File: config.mk
export PLATFORM = sky130hd
export DESIGN_NAME = tiexu_alu
export DESIGN_NICKNAME = d
export VERILOG_FILES = /design/src/rtl/toy_isa_execute_unit_core_macros.svh /design/src/rtl/tiexu_pkg.sv /design/src/rtl/tiexu_alu.sv
export SDC_FILE = /design/constraint.sdc
export NUM_CORES = 1
export LEC_CHECK = 0
export ABC_AREA = 1
export BUFFER_PORTS_ARGS = -buffer_cell sky130_fd_sc_hd__clkbuf_2
export CORE_UTILIZATION = 47
export DETAILED_ROUTE_END_ITERATION = 6
export PLACE_DENSITY_LB_ADDON = 0.2
export SLEW_MARGIN = 20
export SYNTH_ARGS = -nofsm -noshare
export SYNTH_HDL_FRONTEND = slang
export SYNTH_SLANG_ARGS = --single-unit
File: constraint.sdc
create_clock -name vclk -period 12.4
set_input_delay 0.62 -clock vclk [all_inputs]
set_output_delay 0.62 -clock vclk [all_outputs]
set_load 0.1 [all_outputs]
File: src/rtl/toy_isa_execute_unit_core_macros.svh
// Assertion macros shared by the execute unit RTL.
`ifndef TOY_ISA_EXECUTE_UNIT_CORE_MACROS_SVH
`define TOY_ISA_EXECUTE_UNIT_CORE_MACROS_SVH

// Same-cycle implication, sampled on clk, disabled in reset.
`define TIEXU_ASSERT_SAME(label, ante, cons) \
  label: assert property (@(posedge clk) disable iff (!rst_n) (ante) |-> (cons)) \
    else $error("toy_isa_execute_unit_core: same-cycle check failed");

// Next-cycle implication, sampled on clk, disabled in reset.
`define TIEXU_ASSERT_NEXT(label, ante, cons) \
  label: assert property (@(posedge clk) disable iff (!rst_n) (ante) |=> (cons)) \
    else $error("toy_isa_execute_unit_core: next-cycle check failed");

`endif

File: src/rtl/tiexu_pkg.sv
// Shared types and codes of the execute unit.
`default_nettype none

package tiexu_pkg;

  localparam int unsigned WORD_W = 32;
  localparam int unsigned CMD_W  = 4;
  localparam int unsigned ADDR_W = 10;

  typedef enum logic [CMD_W-1:0] {
    CMD_ADD    = 4'd0,
    CMD_NEG    = 4'd1,
    CMD_MULT   = 4'd2,
    CMD_JMP    = 4'd3,
    CMD_JMP0   = 4'd4,
    CMD_LT     = 4'd5,
    CMD_ASSIGN = 4'd6,
    CMD_READ   = 4'd7,
    CMD_WRITE  = 4'd8,
    CMD_HALT   = 4'd9
  } cmd_t;

  typedef enum logic [2:0] {
    ALU_PASS,
    ALU_ADD,
    ALU_NEG,
    ALU_MULT,
    ALU_LT
  } alu_op_t;

  typedef enum logic [1:0] {
    ST_CLEAR,
    ST_IDLE,
    ST_READ,
    ST_EXEC
  } state_t;

  typedef struct packed {
    alu_op_t           op;
    logic [WORD_W-1:0] a;
    logic [WORD_W-1:0] b;
  } alu_req_t;

  typedef struct packed {
    logic [WORD_W-1:0] result;
    logic              a_zero;
  } alu_rsp_t;

endpackage

`default_nettype wire

File: src/rtl/tiexu_alu.sv
// Shared arithmetic, compare and zero-test unit of the execute unit.
`default_nettype none

module tiexu_alu (
  input  tiexu_pkg::alu_req_t req,
  output tiexu_pkg::alu_rsp_t rsp
);

  always_comb begin
    rsp.a_zero = (req.a == '0);
    unique case (req.op)
      tiexu_pkg::ALU_PASS: rsp.result = req.a;
      tiexu_pkg::ALU_ADD:  rsp.result = req.a + req.b;
      tiexu_pkg::ALU_NEG:  rsp.result = '0 - req.a;
      tiexu_pkg::ALU_MULT: rsp.result = req.a * req.b;
      tiexu_pkg::ALU_LT: begin
        rsp.result = {{(tiexu_pkg::WORD_W-1){1'b0}}, ($signed(req.a) < $signed(req.b))};
      end
      default:             rsp.result = req.a;
    endcase
  end

endmodule

`default_nettype wire

==> run_summary.xml, run 1 <==
<?xml version="1.0" encoding="UTF-8"?>
<metrics>
  <group name="critical_path">
    <metric name="critPathArrivalTime" unit="ps">8330</metric>
    <metric name="criticalPathCategory" unit="">in -&gt; out</metric>
    <metric name="critical_path.endpoint_type" unit="">output port</metric>
    <metric name="timing.critical_path.fanout_max" unit="">30</metric>
    <metric name="data_required_critical_path" unit="ps">11780</metric>
    <metric name="crit_path_start_kind" unit="">input pin</metric>
  </group>
  <group name="global_route">
    <metric name="via_count_of_the_first_global_routing_pass" unit="">19493</metric>
    <metric name="pin_count_of_the_biggest_net_entering_global_routing" unit="">37</metric>
    <metric name="grt_pass1_wl" unit="um">112000</metric>
    <metric name="grtUsageTotal" unit="">0.332</metric>
    <metric name="grt_antenna_before_repair" unit="">3</metric>
    <metric name="grt_remaining_overflow" unit="">0</metric>
  </group>
  <group name="synth">
    <metric name="synth_cell_type_count" unit="">53</metric>
    <metric name="synth_top_area_share" unit="">0.397</metric>
    <metric name="netlist_instances" unit="">2988</metric>
    <metric name="fraction_of_the_mapped_netlist_area_in_adder_cells" unit="">0.511</metric>
    <metric name="mapped_area" unit="um^2">20600</metric>
    <metric name="netlist_top_cells_area" unit="">sky130_fd_sc_hd__fa_1 (40%), sky130_fd_sc_hd__inv_1 (16%), sky130_fd_sc_hd__nand2_1 (14%)</metric>
    <metric name="synth.largest_area_cell" unit="">sky130_fd_sc_hd__fa_1</metric>
    <metric name="muxShareOfSynthArea" unit="">0</metric>
    <metric name="yosys.area_share.xor_xnor" unit="">0.0144</metric>
    <metric name="yosysMostFrequentCell" unit="">sky130_fd_sc_hd__inv_1</metric>
    <metric name="synth.top_cells.by_count" unit="">sky130_fd_sc_hd__inv_1 (893), sky130_fd_sc_hd__nand2_1 (753), sky130_fd_sc_hd__fa_1 (409), sky130_fd_sc_hd__ha_1 (187), sky130_fd_sc_hd__a21oi_1 (127)</metric>
    <metric name="synth-simple-area-share" unit="">0.210</metric>
    <metric name="synth.avg_cell_area" unit="um^2">6.90</metric>
    <metric name="postSynthNetCount" unit="">3651</metric>
    <metric name="synth_compound_gate_area_share" unit="">0.0778</metric>
    <metric name="ys_warn_count" unit="">0</metric>
    <metric name="synth_sequential_area_ratio" unit="">0</metric>
    <metric name="synth_top_family_by_area" unit="">adder cells</metric>
  </group>
  <group name="cells_and_area">
    <metric name="post-route-util" unit="">0.498</metric>
    <metric name="design.seq.count" unit="">0</metric>
    <metric name="antenna_cells" unit="">0</metric>
    <metric name="register_area" unit="um^2">0</metric>
    <metric name="finalNonFillerCells" unit="">3567</metric>
    <metric name="design_area" unit="um^2">21500</metric>
    <metric name="final_layout_size_suffix_gt1_frac" unit="">0.0496</metric>
    <metric name="area_growth" unit="%">4.38</metric>
    <metric name="nets" unit="">3647</metric>
    <metric name="clock_buffer_count" unit="">0</metric>
    <metric name="fill_cells" unit="">4446</metric>
  </group>
  <group name="placed_design">
    <metric name="port_buffers" unit="">100</metric>
    <metric name="post_placement_cell_area" unit="um^2">21500</metric>
    <metric name="gpl.final_weighted_congestion" unit="">1.00</metric>
    <metric name="post-place-cells" unit="">3567</metric>
    <metric name="detailedPlacementHpwl" unit="um">55700</metric>
  </group>
  <group name="detailed_routing">
    <metric name="routed_via_density" unit="">5.25</metric>
    <metric name="avgRoutedWirePerCell" unit="um">19.9</metric>
    <metric name="drc" unit="">0</metric>
    <metric name="drt_iter0_drc" unit="">1443</metric>
    <metric name="routed-via-count" unit="">18740</metric>
    <metric name="drt-total-wl" unit="um">71100</metric>
    <metric name="firstDrtPassIters" unit="">5</metric>
    <metric name="drt.antenna.violating_nets" unit="">0</metric>
  </group>
  <group name="worst_hold_path">
    <metric name="timing.hold.worst.class" unit="">in -&gt; out</metric>
  </group>
  <group name="timing">
    <metric name="timing_hold_violations_final" unit="">0</metric>
    <metric name="report.final.slew_viol_count" unit="">0</metric>
    <metric name="worstMarginPinSlew" unit="ps">901</metric>
    <metric name="final-setup-viol-count" unit="">0</metric>
    <metric name="finalWorstPathRequiredPeriod" unit="ps">8950</metric>
    <metric name="relative_slew_margins" unit="">0.399</metric>
    <metric name="fmax" unit="MHz">112</metric>
    <metric name="setup_total_negative_slack" unit="ps">0</metric>
    <metric name="timing.final.crit_share" unit="">0.722</metric>
    <metric name="rsz0062_at_grt" unit="">false</metric>
  </group>
  <group name="floorplanning">
    <metric name="initial_utilization" unit="">0.477</metric>
    <metric name="die_h" unit="um">211</metric>
    <metric name="placement_rows" unit="">76</metric>
    <metric name="core_area" unit="um^2">43200</metric>
    <metric name="floorplan.die.width" unit="um">211</metric>
    <metric name="fp.dieArea" unit="um^2">44700</metric>
    <metric name="io-pin-count" unit="">100</metric>
  </group>
  <group name="cts">
    <metric name="ctsHoldBuffers" unit="">0</metric>
    <metric name="cts_repair_resize_count" unit="">0</metric>
    <metric name="post-cts-setup-buffers" unit="">0</metric>
  </group>
  <group name="run">
    <metric name="timing.max_cap.violations" unit="">0</metric>
  </group>
  <group name="outcome">
    <metric name="status" unit="">finished, final reports clean</metric>
  </group>
</metrics>
-- cells in the final DEF, fill, tap and decap left out, drive strengths merged, types with 3 or more instances in the layout --
cell     synthesis  routed
clkbuf          85     100
buf             44      23
a221oi           3       3
nor2           110     110
o211ai           4       4
nor4             7       7
xor2            21      21
inv            893     893
o31ai            5       5
ha             187     187
fa             409     409
nand2          755     755
a21boi           5       5
nor3            27      27
o221ai           3       3
nand4           31      31
o2111ai         10      10
xnor2           13      13
or2             13      13
o21bai           7       7
a21o             7       7
a21oi          127     127
o21a             4       4
o21ai          101     101
nand3          100     100
-- worst max-delay path, stage by stage --
cell                       delay [ps]
sky130_fd_sc_hd__clkbuf_2         660
sky130_fd_sc_hd__ha_1             270
sky130_fd_sc_hd__inv_1             90
sky130_fd_sc_hd__fa_1             390
sky130_fd_sc_hd__inv_1             70
sky130_fd_sc_hd__fa_1             420
sky130_fd_sc_hd__fa_1             510
sky130_fd_sc_hd__inv_1             50
sky130_fd_sc_hd__fa_1             480
sky130_fd_sc_hd__inv_1             60
sky130_fd_sc_hd__fa_1             480
sky130_fd_sc_hd__fa_1             600
sky130_fd_sc_hd__fa_1             450
sky130_fd_sc_hd__fa_1             460
sky130_fd_sc_hd__ha_1             380
sky130_fd_sc_hd__nand4_1          170
sky130_fd_sc_hd__nor3_1           340
sky130_fd_sc_hd__nand4_1          220
sky130_fd_sc_hd__nand3_1          240
sky130_fd_sc_hd__a21o_1           180
sky130_fd_sc_hd__a21oi_1           70
sky130_fd_sc_hd__inv_1             80
sky130_fd_sc_hd__a21oi_1           60
sky130_fd_sc_hd__o21ai_0          170
sky130_fd_sc_hd__nand4_1          290
sky130_fd_sc_hd__clkbuf_2         460
-- kinds of logic after synthesis --
kind of cell | Yosys count
simple gates | 1049
compound gates | 286
xor+xnor | 34
buf+inv | 1023
fa+ha+maj | 596
-- cell type report --
class                           instances  area (um^2)  share of cell area
Multi-Input combinational cell       1965        16800               0.779
Inverter                              894         3360               0.156
Tap cell                              585          732              0.0340
Timing Repair Buffer                  123          673              0.0313
-- stage by stage --
| stage | worst slack (ps) | hold WS (ps) |
|---|---|---|
| 2_1_floorplan | 4230 | 1580 |
| 3_3_place_gp | 3630 | 1830 |
| 3_5_place_dp | 3560 | 1830 |
| 4_1_cts | 3540 | 1830 |
| 5_1_grt | 3100 | 1850 |
| 6_report | 3450 | 1830 |
-- routing by layer --
| layer | GRT usage | part of all wire | up-vias | wire length, um |
|---|---|---|---|---|
| met2 | 0.563 | 0.47 | 732 | 33500 |
| met1 | 0.463 | 0.43 | 9241 | 30500 |
| met3 | 0.0366 | 0.080 | 81 | 5650 |
| met5 | 0 | 0.00063 | - | 45 |
| li1 | - | - | 8680 | - |
| met4 | 0.0530 | 0.018 | 6 | 1280 |
-- worst paths after layout --
kind    start      end  slack [ps]  cells past startpoint
min   req[63]   rsp[0]        1830                      3
max   req[41]  rsp[27]        3450                     26
Power of run 1 is not shown: default switching activity piles up to over one toggle a cycle in this logic, so the estimate is an artifact.
==> inputs of run 2 (changes only) <==
--- a/config.mk
+++ b/config.mk
@@ -5,7 +5,7 @@
 export SDC_FILE = /design/constraint.sdc
 export NUM_CORES = 1
 export LEC_CHECK = 0
-export ABC_AREA = 1
+export ABC_AREA = 0
 export BUFFER_PORTS_ARGS = -buffer_cell sky130_fd_sc_hd__clkbuf_2
 export CORE_UTILIZATION = 47
 export DETAILED_ROUTE_END_ITERATION = 6
==> constraint.sdc (replaced) <==
create_clock -name vclk -period 8.75
set_input_delay 0.4375 -clock vclk [all_inputs]
set_output_delay 0.4375 -clock vclk [all_outputs]
set_load 0.1 [all_outputs]
==> run 2 against run 1 <==
Effect of this change: die area is 7.1% lower; global-route usage is 1.2 points higher; non-clock buffer count is 36 higher; clock-buffer cell count stayed put; utilization is 1.4 points higher; sequential cell count stayed put; hold slack worse by 450 ps; sequential share of layout area stayed put; synthesized area is 7.1% lower; design area is 4.9% lower; setup slack worse by 3200 ps; synthesized cell count is 23% lower; largest cell class unchanged.
==> run_summary.xml, run 2 <==
<?xml version="1.0" encoding="UTF-8"?>
<metrics>
  <group name="detailed_routing">
    <metric name="routed_via_density" unit="">5.72</metric>
    <metric name="drt-total-wl" unit="um">68800</metric>
    <metric name="routed-via-count" unit="">16484</metric>
    <metric name="drt_iter0_drc" unit="">1363</metric>
    <metric name="avgRoutedWirePerCell" unit="um">23.9</metric>
    <metric name="firstDrtPassIters" unit="">5</metric>
    <metric name="drt.antenna.violating_nets" unit="">0</metric>
    <metric name="drc" unit="">0</metric>
  </group>
  <group name="floorplanning">
    <metric name="core_area" unit="um^2">39900</metric>
    <metric name="floorplan.die.width" unit="um">204</metric>
    <metric name="fp.dieArea" unit="um^2">41500</metric>
    <metric name="placement_rows" unit="">73</metric>
    <metric name="die_h" unit="um">204</metric>
    <metric name="io-pin-count" unit="">100</metric>
    <metric name="initial_utilization" unit="">0.480</metric>
  </group>
  <group name="cells_and_area">
    <metric name="final_layout_size_suffix_gt1_frac" unit="">0.0743</metric>
    <metric name="register_area" unit="um^2">0</metric>
    <metric name="fill_cells" unit="">3870</metric>
    <metric name="area_growth" unit="%">6.95</metric>
    <metric name="mostFrequentLayoutCell" unit="">sky130_fd_sc_hd__inv_1</metric>
    <metric name="design_area" unit="um^2">20500</metric>
    <metric name="most-common-layout-cells" unit="">sky130_fd_sc_hd__inv_1 (439), sky130_fd_sc_hd__fa_1 (409), sky130_fd_sc_hd__nand2_1 (262)</metric>
    <metric name="nets" unit="">3020</metric>
    <metric name="design.seq.count" unit="">0</metric>
    <metric name="post-route-util" unit="">0.513</metric>
    <metric name="multi_input_area" unit="um^2">17100</metric>
    <metric name="clock_buffer_count" unit="">0</metric>
  </group>
  <group name="synth">
    <metric name="synth.top_cells.by_count" unit="">sky130_fd_sc_hd__inv_1 (439), sky130_fd_sc_hd__fa_1 (409), sky130_fd_sc_hd__nand2_1 (262), sky130_fd_sc_hd__and2_1 (206), sky130_fd_sc_hd__ha_1 (187)</metric>
    <metric name="ys_warn_count" unit="">0</metric>
    <metric name="netlist_top_cells_area" unit="">sky130_fd_sc_hd__fa_1 (43%), sky130_fd_sc_hd__ha_1 (12%), sky130_fd_sc_hd__inv_1 (8.6%)</metric>
    <metric name="netlist_instances" unit="">2313</metric>
    <metric name="synth.largest_area_cell" unit="">sky130_fd_sc_hd__fa_1</metric>
    <metric name="postSynthNetCount" unit="">2976</metric>
    <metric name="synth_cell_type_count" unit="">68</metric>
    <metric name="yosysMostFrequentCell" unit="">sky130_fd_sc_hd__inv_1</metric>
    <metric name="synth.avg_cell_area" unit="um^2">8.28</metric>
    <metric name="synth_top_area_share" unit="">0.428</metric>
    <metric name="mapped_area" unit="um^2">19100</metric>
    <metric name="synth_sequential_area_ratio" unit="">0</metric>
  </group>
  <group name="critical_path">
    <metric name="critical-path-slowest-cell" unit="">sky130_fd_sc_hd__fa_1</metric>
    <metric name="slowest_delay" unit="ps">510</metric>
    <metric name="timing.critical_path.fanout_max" unit="">26</metric>
    <metric name="critPathArrivalTime" unit="ps">8070</metric>
    <metric name="cp_common_cell" unit="">sky130_fd_sc_hd__fa_1</metric>
    <metric name="crit_path_start_kind" unit="">input pin</metric>
    <metric name="cp.buffers_inverters" unit="">7</metric>
    <metric name="data_required_critical_path" unit="ps">8310</metric>
    <metric name="timing.critical_path.max_delay_family" unit="">adder cells</metric>
    <metric name="criticalPathCategory" unit="">in -&gt; out</metric>
    <metric name="critical_path.endpoint_type" unit="">output port</metric>
  </group>
  <group name="outcome">
    <metric name="status" unit="">finished, final reports clean</metric>
  </group>
  <group name="worst_hold_path">
    <metric name="timing.hold.worst.class" unit="">in -&gt; out</metric>
  </group>
  <group name="timing">
    <metric name="worstMarginPinSlew" unit="ps">1010</metric>
    <metric name="final-setup-viol-count" unit="">0</metric>
    <metric name="rsz0062_at_grt" unit="">false</metric>
    <metric name="relative_slew_margins" unit="">0.325</metric>
    <metric name="setup_total_negative_slack" unit="ps">0</metric>
    <metric name="finalWorstPathRequiredPeriod" unit="ps">8510</metric>
    <metric name="fmax" unit="MHz">118</metric>
    <metric name="timing_hold_violations_final" unit="">0</metric>
    <metric name="timing.final.crit_share" unit="">0.972</metric>
    <metric name="report.final.slew_viol_count" unit="">0</metric>
  </group>
  <group name="cts">
    <metric name="ctsHoldBuffers" unit="">0</metric>
  </group>
  <group name="placed_design">
    <metric name="post_placement_cell_area" unit="um^2">20500</metric>
    <metric name="gpl.final_weighted_congestion" unit="">0.997</metric>
    <metric name="port_buffers" unit="">100</metric>
    <metric name="detailedPlacementHpwl" unit="um">57800</metric>
  </group>
  <group name="global_route">
    <metric name="grt_remaining_overflow" unit="">0</metric>
    <metric name="grt_busiest_layer" unit="">met2</metric>
    <metric name="via_count_of_the_first_global_routing_pass" unit="">17380</metric>
    <metric name="grt_antenna_before_repair" unit="">2</metric>
    <metric name="met2_resource_use_gr" unit="">0.562</metric>
    <metric name="use_met3" unit="">0.0425</metric>
    <metric name="grt_pass1_wl" unit="um">107000</metric>
    <metric name="pin_count_of_the_biggest_net_entering_global_routing" unit="">39</metric>
    <metric name="globalRouteMet1Util" unit="">0.460</metric>
    <metric name="grtUsageTotal" unit="">0.344</metric>
  </group>
  <group name="run">
    <metric name="timing.max_cap.violations" unit="">0</metric>
  </group>
</metrics>
run 2: final cells by class:
cell class	count	share of cell area
Antenna cell	1	0.000122
Inverter	442	0.0810
Multi-Input combinational cell	1754	0.833
Tap cell	525	0.0321
Timing Repair Buffer	159	0.0535
run 2: repair_timing:
| action | in CTS | in global routing |
|---|---|---|
| setup buffers | 0 | 0 |
| setup endpoints to repair | 0 | 5 |
| gates resized for setup | 0 | 4 |
run 2: worst paths after layout:
| check | start | end | cells after the start |
|---|---|---|---|
| worst max-delay path | req[4] | rsp[29] | 27 |
| worst min-delay path | req[63] | rsp[32] | 4 |
run 2: logic make-up after synthesis:
family / synth area share
xor gates and xnor gates: 0.0526
and+or+nand+nor: 0.191
AOI/OAI and AO/OA: 0.0939
buffers and inverters: 0.110
adders and majority gates: 0.550
muxes: 0.00275
run 2: metal layers:
metal  vias to the layer above  wire (um)
met5                         -          0
met4                         0       3790
met3                       190       5260
met2                       772      31400
met1                      8352      28300
li1                       7170          -
run 2: through the flow:
stage               worst slack (ps)  cells  hold WS [ps]
finish                           244   2881          1380
global route                    22.9   2881          1410
CTS                              191   2880          1370
detailed placement               203   2880          1370
global placement                 305   2880          1370
floorplan                       90.9   2313          1200
Power of run 2 is left out for the same reason.
